--- config.mk ---
export PLATFORM = sky130hd
export DESIGN_NAME = mpmc_front
export DESIGN_NICKNAME = d
export VERILOG_FILES = /design/src/rtl/mpmc_pkg.sv /design/src/rtl/mpmc_front.sv
export SDC_FILE = /design/constraint.sdc
export NUM_CORES = 1
export LEC_CHECK = 0
export ABC_AREA = 1
export BUFFER_PORTS_ARGS = -buffer_cell sky130_fd_sc_hd__buf_4
export CORE_AREA = 5 5 52 54
export CTS_CLUSTER_DIAMETER = 30
export DETAILED_ROUTE_END_ITERATION = 6
export DIE_AREA = 0 0 57 59
export PLACE_DENSITY = 0.64
export SETUP_SLACK_MARGIN = 0.5
export SLEW_MARGIN = 40
export SYNTH_ARGS = -nofsm -noshare
export SYNTH_HDL_FRONTEND = slang
export SYNTH_SLANG_ARGS = --single-unit
--- constraint.sdc ---
create_clock -name clk_i -period 3.2 [get_ports clk_i]
set_clock_uncertainty 0.15 [all_clocks]
set_input_delay 0.32 -clock clk_i [delete_from_list [all_inputs] [get_ports clk_i]]
set_output_delay 0.32 -clock clk_i [all_outputs]
set_load 0.05 [all_outputs]
--- src/rtl/mpmc_pkg.sv ---
// Shared types, constants and helpers for the multi-pattern match counter.
`default_nettype none
package mpmc_pkg;

  localparam int MAX_NODES = 4096;
  localparam int ALPHABET  = 26;
  localparam int COUNT_W   = 20;
  localparam int NODE_W    = $clog2(MAX_NODES);
  localparam int SYM_W     = 5;
  localparam int PTR_W     = NODE_W + 1;

  typedef logic [ALPHABET-1:0][NODE_W-1:0] row_t;

  typedef struct packed {
    logic             operation;
    logic [SYM_W-1:0] symbol;
    logic             last;
  } in_t;

  typedef struct packed {
    logic [COUNT_W-1:0] match_count;
    logic               overflow;
  } out_t;

  typedef enum logic {
    CMD_PATTERN,
    CMD_TEXT
  } cmd_kind_e;

  typedef struct packed {
    cmd_kind_e        kind;
    logic             sym_ok;
    logic [SYM_W-1:0] symbol;
    logic             last;
  } cmd_t;

  typedef enum logic [4:0] {
    S_INIT,
    S_IDLE,
    S_PAT_RD,
    S_PAT_EX,
    S_NEW_INIT,
    S_PAT_LAST,
    S_CNT_WR,
    S_TXT_RD,
    S_TXT_EX,
    S_WALK_RD,
    S_WALK_EX,
    S_TXT_END,
    S_CLR_RD,
    S_CLR_WR,
    S_BLD_START,
    S_BLD_RDU,
    S_BLD_RDF,
    S_BLD_LDF,
    S_BLD_SYM,
    S_BLD_WR,
    S_BLD_POP
  } state_e;

  function automatic logic [COUNT_W-1:0] sat_add(input logic [COUNT_W-1:0] a,
                                                 input logic [COUNT_W-1:0] b);
    logic [COUNT_W:0] s;
    s = {1'b0, a} + {1'b0, b};
    return s[COUNT_W] ? {COUNT_W{1'b1}} : s[COUNT_W-1:0];
  endfunction

endpackage
`default_nettype wire

--- src/rtl/mpmc_front.sv ---
// Front end: accepts transactions, classifies them and queues them for the engine.
`default_nettype none
module mpmc_front (
  input  wire logic          clk_i,
  input  wire logic          rst_ni,
  input  wire logic          start,
  output logic               busy,
  input  wire mpmc_pkg::in_t item_i,
  output logic               cmd_valid_o,
  output mpmc_pkg::cmd_t     cmd_o,
  input  wire logic          cmd_pop_i
);

  mpmc_pkg::cmd_t fifo_q [2];
  logic           wr_ptr_q, wr_ptr_d;
  logic           rd_ptr_q, rd_ptr_d;
  logic [1:0]     cnt_q, cnt_d;
  logic           push;
  logic           pop;
  mpmc_pkg::cmd_t cls;

  assign busy        = (cnt_q == 2'd2);
  assign push        = start & ~busy;
  assign cmd_valid_o = (cnt_q != 2'd0);
  assign pop         = cmd_pop_i & cmd_valid_o;
  assign cmd_o       = fifo_q[rd_ptr_q];

  always_comb begin
    cls.kind   = item_i.operation ? mpmc_pkg::CMD_TEXT : mpmc_pkg::CMD_PATTERN;
    cls.sym_ok = (item_i.symbol < mpmc_pkg::SYM_W'(mpmc_pkg::ALPHABET));
    cls.symbol = item_i.symbol;
    cls.last   = item_i.last;
  end

  always_comb begin
    wr_ptr_d = push ? ~wr_ptr_q : wr_ptr_q;
    rd_ptr_d = pop ? ~rd_ptr_q : rd_ptr_q;
    cnt_d    = cnt_q + {1'b0, push} - {1'b0, pop};
  end

  always_ff @(posedge clk_i or negedge rst_ni) begin
    if (!rst_ni) begin
      wr_ptr_q <= 1'b0;
      rd_ptr_q <= 1'b0;
      cnt_q    <= 2'd0;
    end else begin
      wr_ptr_q <= wr_ptr_d;
      rd_ptr_q <= rd_ptr_d;
      cnt_q    <= cnt_d;
    end
  end

  always_ff @(posedge clk_i) begin
    if (push) begin
      fifo_q[wr_ptr_q] <= cls;
    end
  end

  a_cnt_bound: assert property (@(posedge clk_i) disable iff (!rst_ni)
    cnt_q != 2'd3) else $error("front queue count out of range");

endmodule
`default_nettype wire

======== Word-level counts from Yosys, hierarchy flattened ========
Memory sizes are Yosys's and may differ from the RTL's.
Cells that the tools add are included.
W data, S select, Z words.
storage, ports and cells
  output and inout port bits .............. 10
  bits of input ports ..................... 11
  bits in read-only memories .............. 0
  bits in latches ......................... 0
  RAM bits ................................ 16
  word-level logic and storage cells ...... 17
  memories kept ........................... 1
  register bits after elaboration ......... 4
cells by class
  bitwise gates (word level) .............. 5
  magnitude comparators ................... 1
  add/sub/neg operators ................... 2
  div/mod/pow operators ................... 0
  equality and inequality tests ........... 1
  multiply operators ...................... 0
  muxes and demuxes ....................... 3
  shifts and indexed selects .............. 0
  reduce and logical (&&, ||, !) cells .... 1
memories
  memory  depth  width  read ports  clocked after memory_dff  wr ports  line              RTL
  fifo_q  2      8      1           0                         1         mpmc_front.sv:14  mpmc_pkg::cmd_t fifo_q [2];
operators by type and width
  operator              number
  $lt A5 B5 Y1 const B  1
  $mux W1               3
  $not A1 Y1            3
  $add A2 B1 Y2         1
  $and A1 B1 Y1         2
  $eq A2 B2 Y1 const B  1
  $reduce_bool A2 Y1    1
  $sub A2 B1 Y2         1

======== Logic depth before layout (Yosys ltp) ========
Gate-level depths: netlist of the first run.
  depth in word-level cells ............... 5
  mapped depth ............................ 10
  gate-level depth less buffers ........... 10

======== Least setup slack after synthesis of the first run ========
OpenSTA, ideal clock, no wires.
  path type ............................... register to register
  start point ............................. register cnt_q[1]
  end point ............................... register cnt_q[1]
  arrival time ............................ 1285 ps
  data required time ...................... 2934 ps
  path buffers ............................ 0
  setup slack ............................. 1648 ps
  cell stages (with the launch flop) ...... 10
  cell sequence ........................... dfrtp_1 -> inv_2 -> nand2_4 -> nand2_2 -> inv_1 -> ha_1 -> inv_1 -> ha_1 -> nand3_1 -> nand2_1
on the way
  elaborated cells on any way between the ends .. 7
  classes of those cells .................. 2 x add/sub; 1 x eq/ne; 3 x bitwise; 1 x reduce/logical
RTL lines
  what                      line              RTL
  start: declaration        mpmc_front.sv:17  logic [1:0] cnt_q, cnt_d;
  start signal: assignment  mpmc_front.sv:49  cnt_q <= cnt_d;
  $reduce_bool A2 Y1        mpmc_front.sv:24  assign cmd_valid_o = (cnt_q != 2'd0);
  net cmd_valid_o           mpmc_front.sv:9   output logic cmd_valid_o,
  $and A1 B1 Y1             mpmc_front.sv:25  assign pop = cmd_pop_i & cmd_valid_o;
  net pop                   mpmc_front.sv:19  logic pop;
  $sub A2 B1 Y2             mpmc_front.sv:38  cnt_d = cnt_q + {1'b0, push} - {1'b0, pop};
  net cnt_d[1]              mpmc_front.sv:17
The timed path passes the listed nets, and every way through them passes these cells.
A chain may end at the register's enable or synchronous reset.

==> impl_metrics.yaml, run 1 <==
global_routing:
  grt.total_usage_pct: 9.82
  grt_pass1_vias: 570
  grt_max_degree: 12
  gr-total-overflow: 0
  grt_antenna_before_repair: 0
  grt_pass1_wl_um: 2460
placed_design:
  io_buffers: 20
  place.gp.congestion: 0.732
  hpwl_um: 1150
  place_area_um2: 1010
setup_path:
  required_ns: 2.73
  cpMostUsedCell: "nand2_1"
  path_delay_family: "flip-flops"
  max_stage_delay_ns: 0.52
  start_kind: "register"
  cp_cell_sequence: "inv_4 > nand2_1 > nand2_1 > buf_4"
  slowest_stage: "dfrtp_1"
  cp-end-kind: "primary output"
  cp.buffers_inverters: 2
  path_max_fanout: 10
  cp.arrival_ns: 1.29
  path_class: "register to primary output"
clock_network:
  cts_resized: 0
  cts_tree: "done"
  cts_buffers: 3
  clk-insertion-delay-late_ns: 0.29
  path_clk_slew_ns: 0.11
  postCtsSetupRepairBufs: 0
  cts.sinks: 20
  cts.path.max_buffers: 2
  cts-root-buf: "clkbuf_4"
  htree_levels: 1
floorplan:
  die_w_um: 57
  die-area_um2: 3360
  rows: 17
  core_area_um2: 2170
  die_y_um: 59
  initial_core_util_pct: 38.6
  pin_count: 21
final_layout:
  final_cell_mix: "nand2_1, buf_4, edfxtp_1, inv_1, dfrtp_1"
  final_cell_area_um2: 1060
  layout.cells.most_common: "nand2_1"
  n_antenna_cell: 0
  syn_to_final_growth_pct: 26.3
  drive_above_1_share_pct: 31.3
  nNetsFinal: 113
logic_synthesis:
  syn-cell-area_um2: 837
  syn_avg_cell_area_um2: 11.2
  synth-seq-area-share_pct: 69.4
  yosysWarnings: 0
  syn_inst: 75
  synth_nets: 88
  ys_ff_latch: 20
  synthDistinctLibCells: 13
routing:
  antenna_left: 0
  vias_per_cell: 4.39
  drt-total-wl_um: 1500
  dr.pass1.iters: 4
  routedWlPerCell_um: 11.8
  vias: 558
  drc: 0
  drt_iter0_drc: 15
timing:
  finalCriticalPeriod_ns: 1.76
  hold_ws_ns: 0.0546
  tightest_slew_ns: 0.640
  fin_crit_sh_pct: 55.0
  relSlewSlack_pct: 57.2
  finalSetupViolations: 0
  tns_ns: 0
  fmax_ghz: 0.568
  hold_violations: 0
  rsz0062_at_grt: "no"
  slew_violations: 0
flow_run:
  drv_cap: 0
worst_hold_path:
  hp-class: "input pin to register"
power:
  powerDensity_nw_per_um2: 1060
  p_leak_uw: 0.000506
  peakVddDrop_mv: 0.433
outcome:
  status: "finished, final reports clean"
worst register-to-register path, stage by stage, from the launching register on:
cell,delay [ns]
dfrtp_1,0.43
nand2_2,0.11
nand2_2,0.07
nor2_1,0.50
stage by stage:
stage	utilization (%)	power, uW	cells	worst slack (ns)
floorplan	-	832	75	1.65
global placement	46.6	978	122	1.67
detailed placement	46.6	992	122	1.58
CTS	48.7	1130	127	1.40
global route	48.7	1190	127	1.30
finish	48.7	1120	127	1.44
state kept, by name (all words and copies together), names as in the netlist:
signal and flops:
fifo_q 16, cnt_q 2, wr_ptr_q 1, rd_ptr_q 1
power by group:
| part | switching [uW] | total, uW | internal (uW) |
|---|---|---|---|
| sequential | 43.3 | 404 | 361 |
| clock | 73.5 | 143 | 69.3 |
| combinational | 411 | 573 | 162 |
| total | 528 | 1120 | 592 |
cell usage after synthesis:
cell | number | area [um^2]
nand2_2 | 3 | 18.8
inv_2 | 2 | 7.51
dfrtp_1 | 4 | 100
nand2_1 | 33 | 124
ha_1 | 2 | 25.0
nor2_1 | 1 | 3.75
inv_4 | 1 | 6.26
edfxtp_1 | 16 | 480
inv_1 | 7 | 26.3
o211ai_1 | 1 | 7.51
nand2_4 | 1 | 11.3
nand3_1 | 3 | 15.0
buf_6 | 1 | 11.3
repair_timing:
item,CTS,global route
hold endpoints to repair,4,0
setup endpoints to repair,0,0
hold buffers,1,0
metal layers:
metal | vias to the layer above | part of all wire, % | global-route usage [%]
li1 | 290 | - | -
met4 | 0 | 0 | 3.97
met1 | 250 | 40 | 11.4
met3 | 0 | 8.2 | 3.49
met5 | - | 0 | 0
met2 | 18 | 51 | 16.6
cell type report:
type / instances / area (um^2)
Clock buffer: 4 / 36.3
Multi-Input combinational cell: 44 / 205
Sequential cell: 20 / 581
Tap cell: 28 / 35.0
Inverter: 10 / 40.0
Fill cell: 210 / 1110
Timing Repair Buffer: 21 / 160
worst paths after layout:
kind,from,to,slack (ns),cells past startpoint
max in group asynchronous,rst_ni,rd_ptr_q,2.61,2
setup reg to reg,cnt_q[1],fifo_q[1][1],1.58,3
min in group asynchronous,rst_ni,cnt_q[0],0.19,2
hold / removal,item_i[0],fifo_q[0][0],0.05,1
setup / recovery,rd_ptr_q,cmd_o[0],1.44,4
hold reg to reg,wr_ptr_q,wr_ptr_q,0.34,2
logic make-up (layout without fill, tap and decap cells):
logic type | Yosys count | after routing | synth area share, %
buffers and inverters | 11 | 35 | 6.13
and+or+nand+nor | 41 | 41 | 20.6
AOI/OAI and AO/OA | 1 | 1 | 0.897
DFF | 20 | 20 | 69.4
adders and majority gates | 2 | 2 | 2.99
(Power assumes the default switching activity.)
==> inputs of run 2 (changes only) <==
==> constraint.sdc (replaced) <==
create_clock -name clk_i -period 1.7 [get_ports clk_i]
set_clock_uncertainty 0.15 [all_clocks]
set_input_delay 0.17 -clock clk_i [delete_from_list [all_inputs] [get_ports clk_i]]
set_output_delay 0.17 -clock clk_i [all_outputs]
set_load 0.05 [all_outputs]
==> run 2 against run 1 <==
Clock power rose to 2.7 times the previous value. Clock-buffer cell count down 1. Die area unchanged. Critical path depth up 5. Non-clock buffer count up 18. Hold slack worse by 0.026 ns. Largest cell class unchanged.
==> impl_metrics.yaml, run 2 (synthesized netlist as in run 1, its figures left out) <==
timing:
  tightest_slew_ns: 0.247
  tns_ns: 0
  finalCriticalPeriod_ns: 1.53
  rsz0062_at_grt: "yes"
  fin_crit_sh_pct: 89.9
  fmax_ghz: 0.654
  relSlewSlack_pct: 83.5
  setup_slack_ns: 0.172
  hold_violations: 0
  finalSetupViolations: 0
  slew_violations: 0
clock_network:
  clk-insertion-delay-late_ns: 0.30
  cts_buffers: 3
  cts.path.max_buffers: 2
  path_clk_slew_ns: 0.11
  cts.sinks: 20
  cts_tree: "done"
  cts-root-buf: "clkbuf_4"
  htree_levels: 1
global_routing:
  grt_antenna_before_repair: 0
  grt_pass1_vias: 652
  grt_max_degree: 13
  gr-total-overflow: 0
  grt.total_usage_pct: 11.6
  grt_pass1_wl_um: 2930
routing:
  dr.pass1.iters: 4
  routedWlPerCell_um: 12.5
  drc: 0
  antenna_left: 0
  vias: 658
  vias_per_cell: 4.54
  drt_iter0_drc: 7
  drt-total-wl_um: 1820
setup_path:
  rrSetupSlack_ns: 0.17
  reg2reg_to: "cnt_q[1]"
  cp-end-kind: "register"
  rr_worst_depth: 9
  path_class: "register to register"
  path_max_fanout: 3
  r2r-start: "cnt_q[1]"
  cp.arrival_ns: 1.58
  required_ns: 1.76
  start_kind: "register"
final_layout:
  final_cell_mix: "nand2_1, edfxtp_1, buf_4, nand2_2, dlygate4sd3_1"
  largest_register_ffs: 16
  nNetsFinal: 131
  n_antenna_cell: 0
  syn_to_final_growth_pct: 70.3
  layout.cells.most_common: "nand2_1"
  layoutNonFillerInstCount: 145
  final_core_util_pct: 65.7
  reg_top3: "fifo_q (16), cnt_q (2)"
  drive_above_1_share_pct: 55.6
  regMostFlops: "fifo_q"
power:
  p_leak_uw: 0.000627
  peakVddDrop_mv: 1.14
  powerDensity_nw_per_um2: 2010
floorplan:
  die-area_um2: 3360
  pin_count: 21
  die_y_um: 59
  rows: 17
  initial_core_util_pct: 38.6
  core_area_um2: 2170
  die_w_um: 57
outcome:
  status: "finished, final reports clean"
placed_design:
  hpwl_um: 1040
  dp.cells: 122
  io_buffers: 20
  place.gp.congestion: 0.715
  pre_cts_ws_ns: 0.146
flow_run:
  drv_cap: 0
worst_hold_path:
  hp-class: "input pin to async pin"
[run 2: changes by cell type in the layout (fill, tap and decap cells not counted), sizes merged]
| cell | delta |
|---|---|
| dlygate4sd3 | +8 |
| clkinv | +1 |
| bufinv | +1 |
| buf | +10 |
| inv | -1 |
| clkbuf | -1 |
[run 2: layout make-up]
type,count,area (um^2)
fillers,162,744
flip-flops and latches,20,583
repair buffers,39,390
multi-input cells,44,312
inverters,10,52.6
well taps,28,35.0
clock inverters,1,30.0
clock buffers,3,22.5
[run 2: layer usage]
layer | vias to the layer above | global-route usage [%] | routed length [um] | share of wire (%)
li1 | 323 | - | - | -
met1 | 312 | 12.5 | 675 | 37
met2 | 17 | 21.2 | 1020 | 56
met3 | 6 | 2.18 | 78 | 4.3
met4 | 0 | 6.95 | 51 | 2.8
met5 | - | 0 | 0 | 0
[run 2: worst max-delay path: stages (launching register included)]
cell and delay [ns]:
dfrtp_2 0.46, inv_2 0.12, nand2_8 0.06, nand2_4 0.07, inv_4 0.03, ha_4 0.24
inv_2 0.03, ha_4 0.15, nand3_2 0.06, nand2_1 0.05
[run 2: worst max path at each step]
stage / start / endpoint / slack (ns) / cells past startpoint
floorplan: cnt_q[1] / cnt_q[1] / 0.16 / 9
detailed placement: cnt_q[1] / cnt_q[1] / 0.15 / 10
global placement: cnt_q[1] / cnt_q[1] / 0.16 / 9
CTS: rd_ptr_q / cmd_o[6] / 0.18 / 4
global route: rd_ptr_q / cmd_o[6] / 0.12 / 4
finish: cnt_q[1] / cnt_q[1] / 0.17 / 9
[run 2: timing repair]
| action | in CTS | in global routing |
|---|---|---|
| hold buffers | 9 | 0 |
| setup buffers | 6 | 4 |
| pin swaps | 4 | 7 |
| gates resized for setup | 31 | 13 |
| hold endpoints to repair | 19 | 0 |
| endpoints found under the setup margin | 28 | 28 |
[run 2: where the power goes]
group / total (uW) / leakage [uW] / internal (uW) / switching [uW]
clock: 384 / 0.0000279 / 238 / 146
combinational: 1710 / 0.000406 / 701 / 1010
sequential: 769 / 0.000193 / 684 / 85.4
[run 2: through the flow]
step / total power (uW) / hold slack [ns] / cell area, um^2
2_1_floorplan: 1650 / -0.276 / 873
3_3_place_gp: 1920 / -0.178 / 1050
3_5_place_dp: 1940 / -0.179 / 1050
4_1_cts: 2720 / 0.0170 / 1350
5_1_grt: 3010 / 0.0287 / 1430
6_report: 2870 / 0.0283 / 1430
